==> src/hw/rtl/mcsw_pkg.sv <==
`default_nettype none

package mcsw_pkg;

    localparam int WORD_BITS = 64;
    localparam int WORD_LOG  = $clog2(WORD_BITS);
    localparam int MAX_WORDS = 64;
    localparam int IDX_W     = $clog2(MAX_WORDS + 1);
    localparam int SHIFT_W   = 32;
    localparam int QUOT_W    = SHIFT_W - WORD_LOG;
    localparam int QX_W      = (QUOT_W > IDX_W ? QUOT_W : IDX_W) + 1;

    localparam logic signed [1:0] ORDER_LESS    = -2'sd1;
    localparam logic signed [1:0] ORDER_EQUAL   = 2'sd0;
    localparam logic signed [1:0] ORDER_GREATER = 2'sd1;

    typedef struct packed {
        logic                 high_nz;
        logic                 low_nz;
        logic [WORD_BITS-1:0] word_q;
        logic [WORD_BITS-1:0] word_q1;
    } mcsw_track_t;

endpackage

`default_nettype wire

==> src/hw/rtl/mcsw_compare.sv <==
`default_nettype none

module mcsw_compare (
    input  var mcsw_pkg::mcsw_track_t              track,
    input  var logic [mcsw_pkg::WORD_BITS-1:0]     multiplier,
    input  var logic [mcsw_pkg::WORD_LOG-1:0]      shift_low,
    output logic signed [1:0]                      order
);
    import mcsw_pkg::*;

    localparam logic [WORD_LOG:0] WORD_BITS_C = (WORD_LOG + 1)'(WORD_BITS);

    logic [WORD_BITS-1:0] b0;
    logic [WORD_BITS-1:0] b1;
    logic [WORD_LOG:0]    rsh;

    always_comb begin
        rsh = WORD_BITS_C - {1'b0, shift_low};
        b0  = multiplier << shift_low;
        if (shift_low == '0) begin
            b1 = '0;
        end else begin
            b1 = multiplier >> rsh;
        end

        if (track.high_nz) begin
            order = ORDER_GREATER;
        end else if (track.word_q1 != b1) begin
            order = (track.word_q1 > b1) ? ORDER_GREATER : ORDER_LESS;
        end else if (track.word_q != b0) begin
            order = (track.word_q > b0) ? ORDER_GREATER : ORDER_LESS;
        end else begin
            order = track.low_nz ? ORDER_GREATER : ORDER_EQUAL;
        end
    end

endmodule

`default_nettype wire

==> src/hw/rtl/multiword_compare_shifted_word_unit.sv <==
// Compares an unsigned multiword number A against B * 2^E.
// Input channel (s_): one 64-bit word of A per transaction, least significant
// word first; s_last_word marks the final word. s_multiplier (B) and
// s_shift_amount (E) are sampled with the first word of each number only.
// Result channel (m_): one transaction per number, carrying m_order:
// -1 when A < B*2^E, 0 when equal, +1 when greater.
// Throughput: one word per cycle, no gaps between numbers, unless a final word stalls.
// The last word is held in the input register and then, once the result
// register is free or being taken, classified into the result register,
// which raises m_valid; all words before the last give no result.
// The word counter saturates at 64; longer numbers keep being classified as
// if every further word sat at index 64.
// Reset (aresetn low, synchronous) empties both registers and starts a new
// number. When the receiver stalls, the result register holds; non-final
// words keep flowing, and a final word waits in the input register, which
// then stalls the input channel until the result is taken.
`default_nettype none

module multiword_compare_shifted_word_unit (
    input  var logic                                  aclk,
    input  var logic                                  aresetn,
    input  var logic                                  s_valid,
    output logic                                      s_ready,
    input  var logic [mcsw_pkg::WORD_BITS-1:0]        s_number_word,
    input  var logic                                  s_last_word,
    input  var logic [mcsw_pkg::WORD_BITS-1:0]        s_multiplier,
    input  var logic [mcsw_pkg::SHIFT_W-1:0]          s_shift_amount,
    output logic                                      m_valid,
    input  var logic                                  m_ready,
    output logic signed [1:0]                         m_order
);
    import mcsw_pkg::*;

    logic                 in_valid_reg;
    logic [WORD_BITS-1:0] in_word_reg;
    logic                 in_last_reg;
    logic [WORD_BITS-1:0] in_mult_reg;
    logic [SHIFT_W-1:0]   in_shift_reg;

    logic [IDX_W-1:0]     idx_reg, idx_next;
    logic [WORD_BITS-1:0] mult_reg;
    logic [SHIFT_W-1:0]   shift_reg;
    mcsw_track_t          track_reg, track_next;

    logic                 out_valid_reg;
    logic signed [1:0]    out_order_reg;

    logic                 in_advance;
    logic                 first;
    logic [WORD_BITS-1:0] cur_mult;
    logic [SHIFT_W-1:0]   cur_shift;
    logic [QX_W-1:0]      idx_ext;
    logic [QX_W-1:0]      q_ext;
    logic                 nz;
    logic signed [1:0]    cmp_order;

    assign in_advance = in_valid_reg && (!in_last_reg || !out_valid_reg || m_ready);
    assign s_ready    = !in_valid_reg || in_advance;
    assign m_valid    = out_valid_reg;
    assign m_order    = out_order_reg;

    always_comb begin
        first     = (idx_reg == '0);
        cur_mult  = first ? in_mult_reg : mult_reg;
        cur_shift = first ? in_shift_reg : shift_reg;
        track_next = first ? '0 : track_reg;
        idx_ext   = QX_W'(idx_reg);
        q_ext     = QX_W'(cur_shift[SHIFT_W-1:WORD_LOG]);
        nz        = (in_word_reg != '0);

        if (idx_ext < q_ext) begin
            track_next.low_nz = track_next.low_nz | nz;
        end else if (idx_ext == q_ext) begin
            track_next.word_q = in_word_reg;
        end else if (idx_ext == q_ext + QX_W'(1)) begin
            track_next.word_q1 = in_word_reg;
        end else begin
            track_next.high_nz = track_next.high_nz | nz;
        end

        if (in_last_reg) begin
            idx_next = '0;
        end else if (idx_reg < IDX_W'(MAX_WORDS)) begin
            idx_next = idx_reg + IDX_W'(1);
        end else begin
            idx_next = idx_reg;
        end
    end

    mcsw_compare u_compare (
        .track      (track_next),
        .multiplier (cur_mult),
        .shift_low  (cur_shift[WORD_LOG-1:0]),
        .order      (cmp_order)
    );

    always_ff @(posedge aclk) begin
        if (!aresetn) begin
            in_valid_reg <= 1'b0;
        end else if (s_ready) begin
            in_valid_reg <= s_valid;
        end
        if (s_ready) begin
            in_word_reg  <= s_number_word;
            in_last_reg  <= s_last_word;
            in_mult_reg  <= s_multiplier;
            in_shift_reg <= s_shift_amount;
        end
    end

    always_ff @(posedge aclk) begin
        if (!aresetn) begin
            idx_reg   <= '0;
            track_reg <= '0;
        end else if (in_advance) begin
            idx_reg   <= idx_next;
            track_reg <= track_next;
        end
        if (in_advance) begin
            mult_reg  <= cur_mult;
            shift_reg <= cur_shift;
        end
    end

    always_ff @(posedge aclk) begin
        if (!aresetn) begin
            out_valid_reg <= 1'b0;
        end else if (in_advance && in_last_reg) begin
            out_valid_reg <= 1'b1;
        end else if (m_ready) begin
            out_valid_reg <= 1'b0;
        end
        if (in_advance && in_last_reg) begin
            out_order_reg <= cmp_order;
        end
    end

endmodule

`default_nettype wire

==> config.mk <==
export PLATFORM = sky130hd
export DESIGN_NAME = multiword_compare_shifted_word_unit
export DESIGN_NICKNAME = d
export VERILOG_FILES = /design/src/hw/rtl/mcsw_pkg.sv /design/src/hw/rtl/mcsw_compare.sv /design/src/hw/rtl/multiword_compare_shifted_word_unit.sv
export SDC_FILE = /design/constraint.sdc
export NUM_CORES = 1
export LEC_CHECK = 0
export BUFFER_PORTS_ARGS = -buffer_cell sky130_fd_sc_hd__buf_2
export CAP_MARGIN = 20
export CORE_AREA = 5 5 227 229
export DETAILED_ROUTE_END_ITERATION = 10
export DIE_AREA = 0 0 232 234
export GPL_TIMING_DRIVEN = 0
export PLACE_DENSITY = 0.81
export SETUP_SLACK_MARGIN = 0.1
export SYNTH_ARGS = -nofsm -noshare
export SYNTH_HDL_FRONTEND = slang
export SYNTH_SLANG_ARGS = --single-unit
==> constraint.sdc <==
create_clock -name aclk -period 14.9 [get_ports aclk]
set_input_delay 2.98 -clock aclk [delete_from_list [all_inputs] [get_ports aclk]]
set_output_delay 2.98 -clock aclk [all_outputs]
set_load 0.02 [all_outputs]
==> run_results.csv <==
group,metric,value,unit
status,status,"complete, no violations",
synthesis,ys.flop_type,"edfxtp_1",
final_layout,nets,3714,
power_and_ir_drop,powerDensity,104,nW/µm²
routing,drt-pass1-iter-count,8,
setup_path,critPathMaxFanout,10,
place,dp_hpwl,83000,µm
routing,via_count,27100,
setup_path,crit_arrival,13.15,ns
clock_network,clockBufferDepth,3,
hold_path,holdCritPathClass,"reg2reg",
routing,ant_nets,0,
clock_network,cts_tree,"done",
clock_network,htree_levels,2,
synthesis,ys_types,77,
floorplanning,rows,82,
synthesis,syn-num-nets,3493,
final_layout,mostFrequentLayoutCells,"nand2_1, mux2i_1, edfxtp_1",
sta,fin_skew,0.0185,ns
routing,wire_per_inst,25.9,µm
sta,final.setup.tns,0,ns
power_and_ir_drop,ir_drop,108,µV
sta,max_freq,78.0,MHz
final_layout,layout_commonest_cell,"nand2_1",
grt,grt_pass1_wl,157000,µm
sta,slew_violations,0,
synthesis,yosys_warnings,0,
final_layout,fillers,4114,
final_layout,stdcell_area,32500,µm²
grt,grt_pass1_vias,25200,
synthesis,netlist_instances,3190,
clock_network,clock_tree.root_cell,"clkbuf_16",
routing,vias_per_cell,6.59,
floorplanning,core_region_area,49500,µm²
clock_network,clkSinkCount,398,
final_layout,largest_reg_flops,130,
final_layout,area_growth,11.0,%
power_and_ir_drop,p_leak,0.0140,µW
final_layout,drive_gt1_share,10.7,%
power_and_ir_drop,finalPower,3370,µW
clock_network,cts_setup_buffers,0,
sta,setup_viol,0,
clock_network,cts_hold_buf,0,
floorplanning,die_w,232,µm
sta,rsz0062_at_grt,"false",
clock_network,post_cts_resize_count,0,
sta,worst_pin_slew,1.24,ns
clock_network,clk_latency,0.59,ns
clock_network,numCtsBuffers,45,
place,gp_congestion,1.12,
setup_path,crit_type,"reg2reg",
setup_path,critical_path.max_stage_delay,0.78,ns
floorplanning,start_util,59.2,%
synthesis,yosysSeqAreaShare,36.1,%
setup_path,cp-end-kind,"register",
setup_path,cp-start-kind,"register",
floorplanning,die_area,54300,µm²
clock_network,clk_pin_slew_worst_paths,0.06,ns
synthesis,async_flop_share,0,%
synthesis,ys_ff_latch,398,
synthesis,synth_area_per_cell,9.18,µm²
place,placed_cell_area,31100,µm²
synthesis,syn_area,29300,µm²
routing,routed_wirelength,107000,µm
synthesis,synth-edff-count,259,
flow_run,cap_viol_max_count,0,
place,dp_slack,2.59,ns
final_layout,multi_input_area,17100,µm²
setup_path,crit_top_cell,"clkbuf_1",
routing,drtIter0Drc,3798,
grt,antenna_found_initial,3,
final_layout,seqCellArea,10600,µm²
sta,fin_ws,2.08,ns
grt,gr-total-overflow,0,
setup_path,crit_path_top_delay_cell,"nor3_1",
routing,drc,0,
sta,relSlewSlack,16.4,%
sta,finalHoldViolations,0,
place,place.port_buffers,168,
grt,track_usage,37.7,%
floorplanning,io_pins,169,
setup_path,required,15.23,ns
floorplanning,die_h,234,µm
grt,grt_max_degree,97,
sta,fin_crit_sh,86.1,%
sta,period_minus_slack,12.82,ns
## worst max-delay path, delay by kind of cell, from the launching register on
kind,cells,cell delay (ns)
buffers and inverters,12,5.07
multiplexers,2,0.63
adder cells (fa/ha/maj),3,0.57
flip-flops,1,0.34
AO/OA/AOI/OAI,6,1.11
AND/OR/NAND/NOR,14,4.80
## path summary, 6_finish.rpt
path	startpoint	to	slack (ns)	cells after the start
setup / recovery	idx_reg[1]$_SDFFE_PN0P_	m_order[1]$_SDFFCE_PP0P_	2.08	37
hold / removal	track_reg[129]$_SDFFE_PN0P_	track_reg[129]$_SDFFE_PN0P_	0.45	2
setup reg to reg	idx_reg[1]$_SDFFE_PN0P_	m_order[1]$_SDFFCE_PP0P_	2.08	37
hold reg to reg	track_reg[129]$_SDFFE_PN0P_	track_reg[129]$_SDFFE_PN0P_	0.45	2
## per-stage QoR
stage                     util (%)  cells  hold slack, ns
after floorplan                  -   3190           0.428
after CTS                     65.7   4115           0.452
final                         65.7   4118           0.452
after global placement        62.6   4030           0.437
after global routing          65.7   4117           0.476
after detailed placement      62.8   4035           0.443
## synthesized netlist by cell type, types with 29 or more instances
library cell    n  share of area [%]
nor2_1        133                1.7
mux2_2         39                1.5
clkbuf_1      124                1.6
a21oi_1        94                1.6
a22o_1         66                2.0
buf_1          29               0.37
nor4_1         36               0.77
edfxtp_1      259                 27
nor3_1         56               0.96
inv_1         148                1.9
o21ai_0       132                2.3
nand3_1        76                1.3
mux2i_1       620                 21
nand4_1        53                1.1
nand2_1       626                8.0
ha_1          138                5.9
o21ai_1        31               0.53
dfxtp_1       139                9.5
buf_2          35               0.60
## report_power, final
part           switching [µW]  total (µW)  internal [µW]
clock                     470        1100            630
combinational             660         986            325
sequential               60.4        1280           1220
## cell families (layout without fill, tap and decap cells)
logic type | count (synthesis) | count (layout) | synth area share, %
buffers and inverters | 362 | 616 | 5.42
and+or+nand+nor | 1068 | 1068 | 16.1
other | 0 | 2 | 0
AOI/OAI and AO/OA | 517 | 517 | 11.5
adders and majority gates | 139 | 139 | 5.93
muxes | 677 | 677 | 24.0
xor gates and xnor gates | 29 | 29 | 0.893
DFF | 398 | 398 | 36.1
## per-layer routing
metal  GRT usage, %  part of all wire (%)  up-vias
met5              0                 0.023        -
met4           21.6                   7.3        4
met3           7.16                    11      425
met2           57.3                    43     1879
met1           50.8                    39    12800
li1               -                     -    12100
## area by class of cell
class                           count  share of cell area, %
Antenna cell                        2                 0.0154
Buffer                            206                   3.08
Clock buffer                       55                   3.61
Clock inverter                     25                  0.739
Inverter                          156                   1.82
Multi-Input combinational cell   2430                   52.7
Sequential cell                   398                   32.5
Tap cell                          672                   2.59
Timing Repair Buffer              174                   2.90
Note: power is estimated with default switching activity, not from simulation.
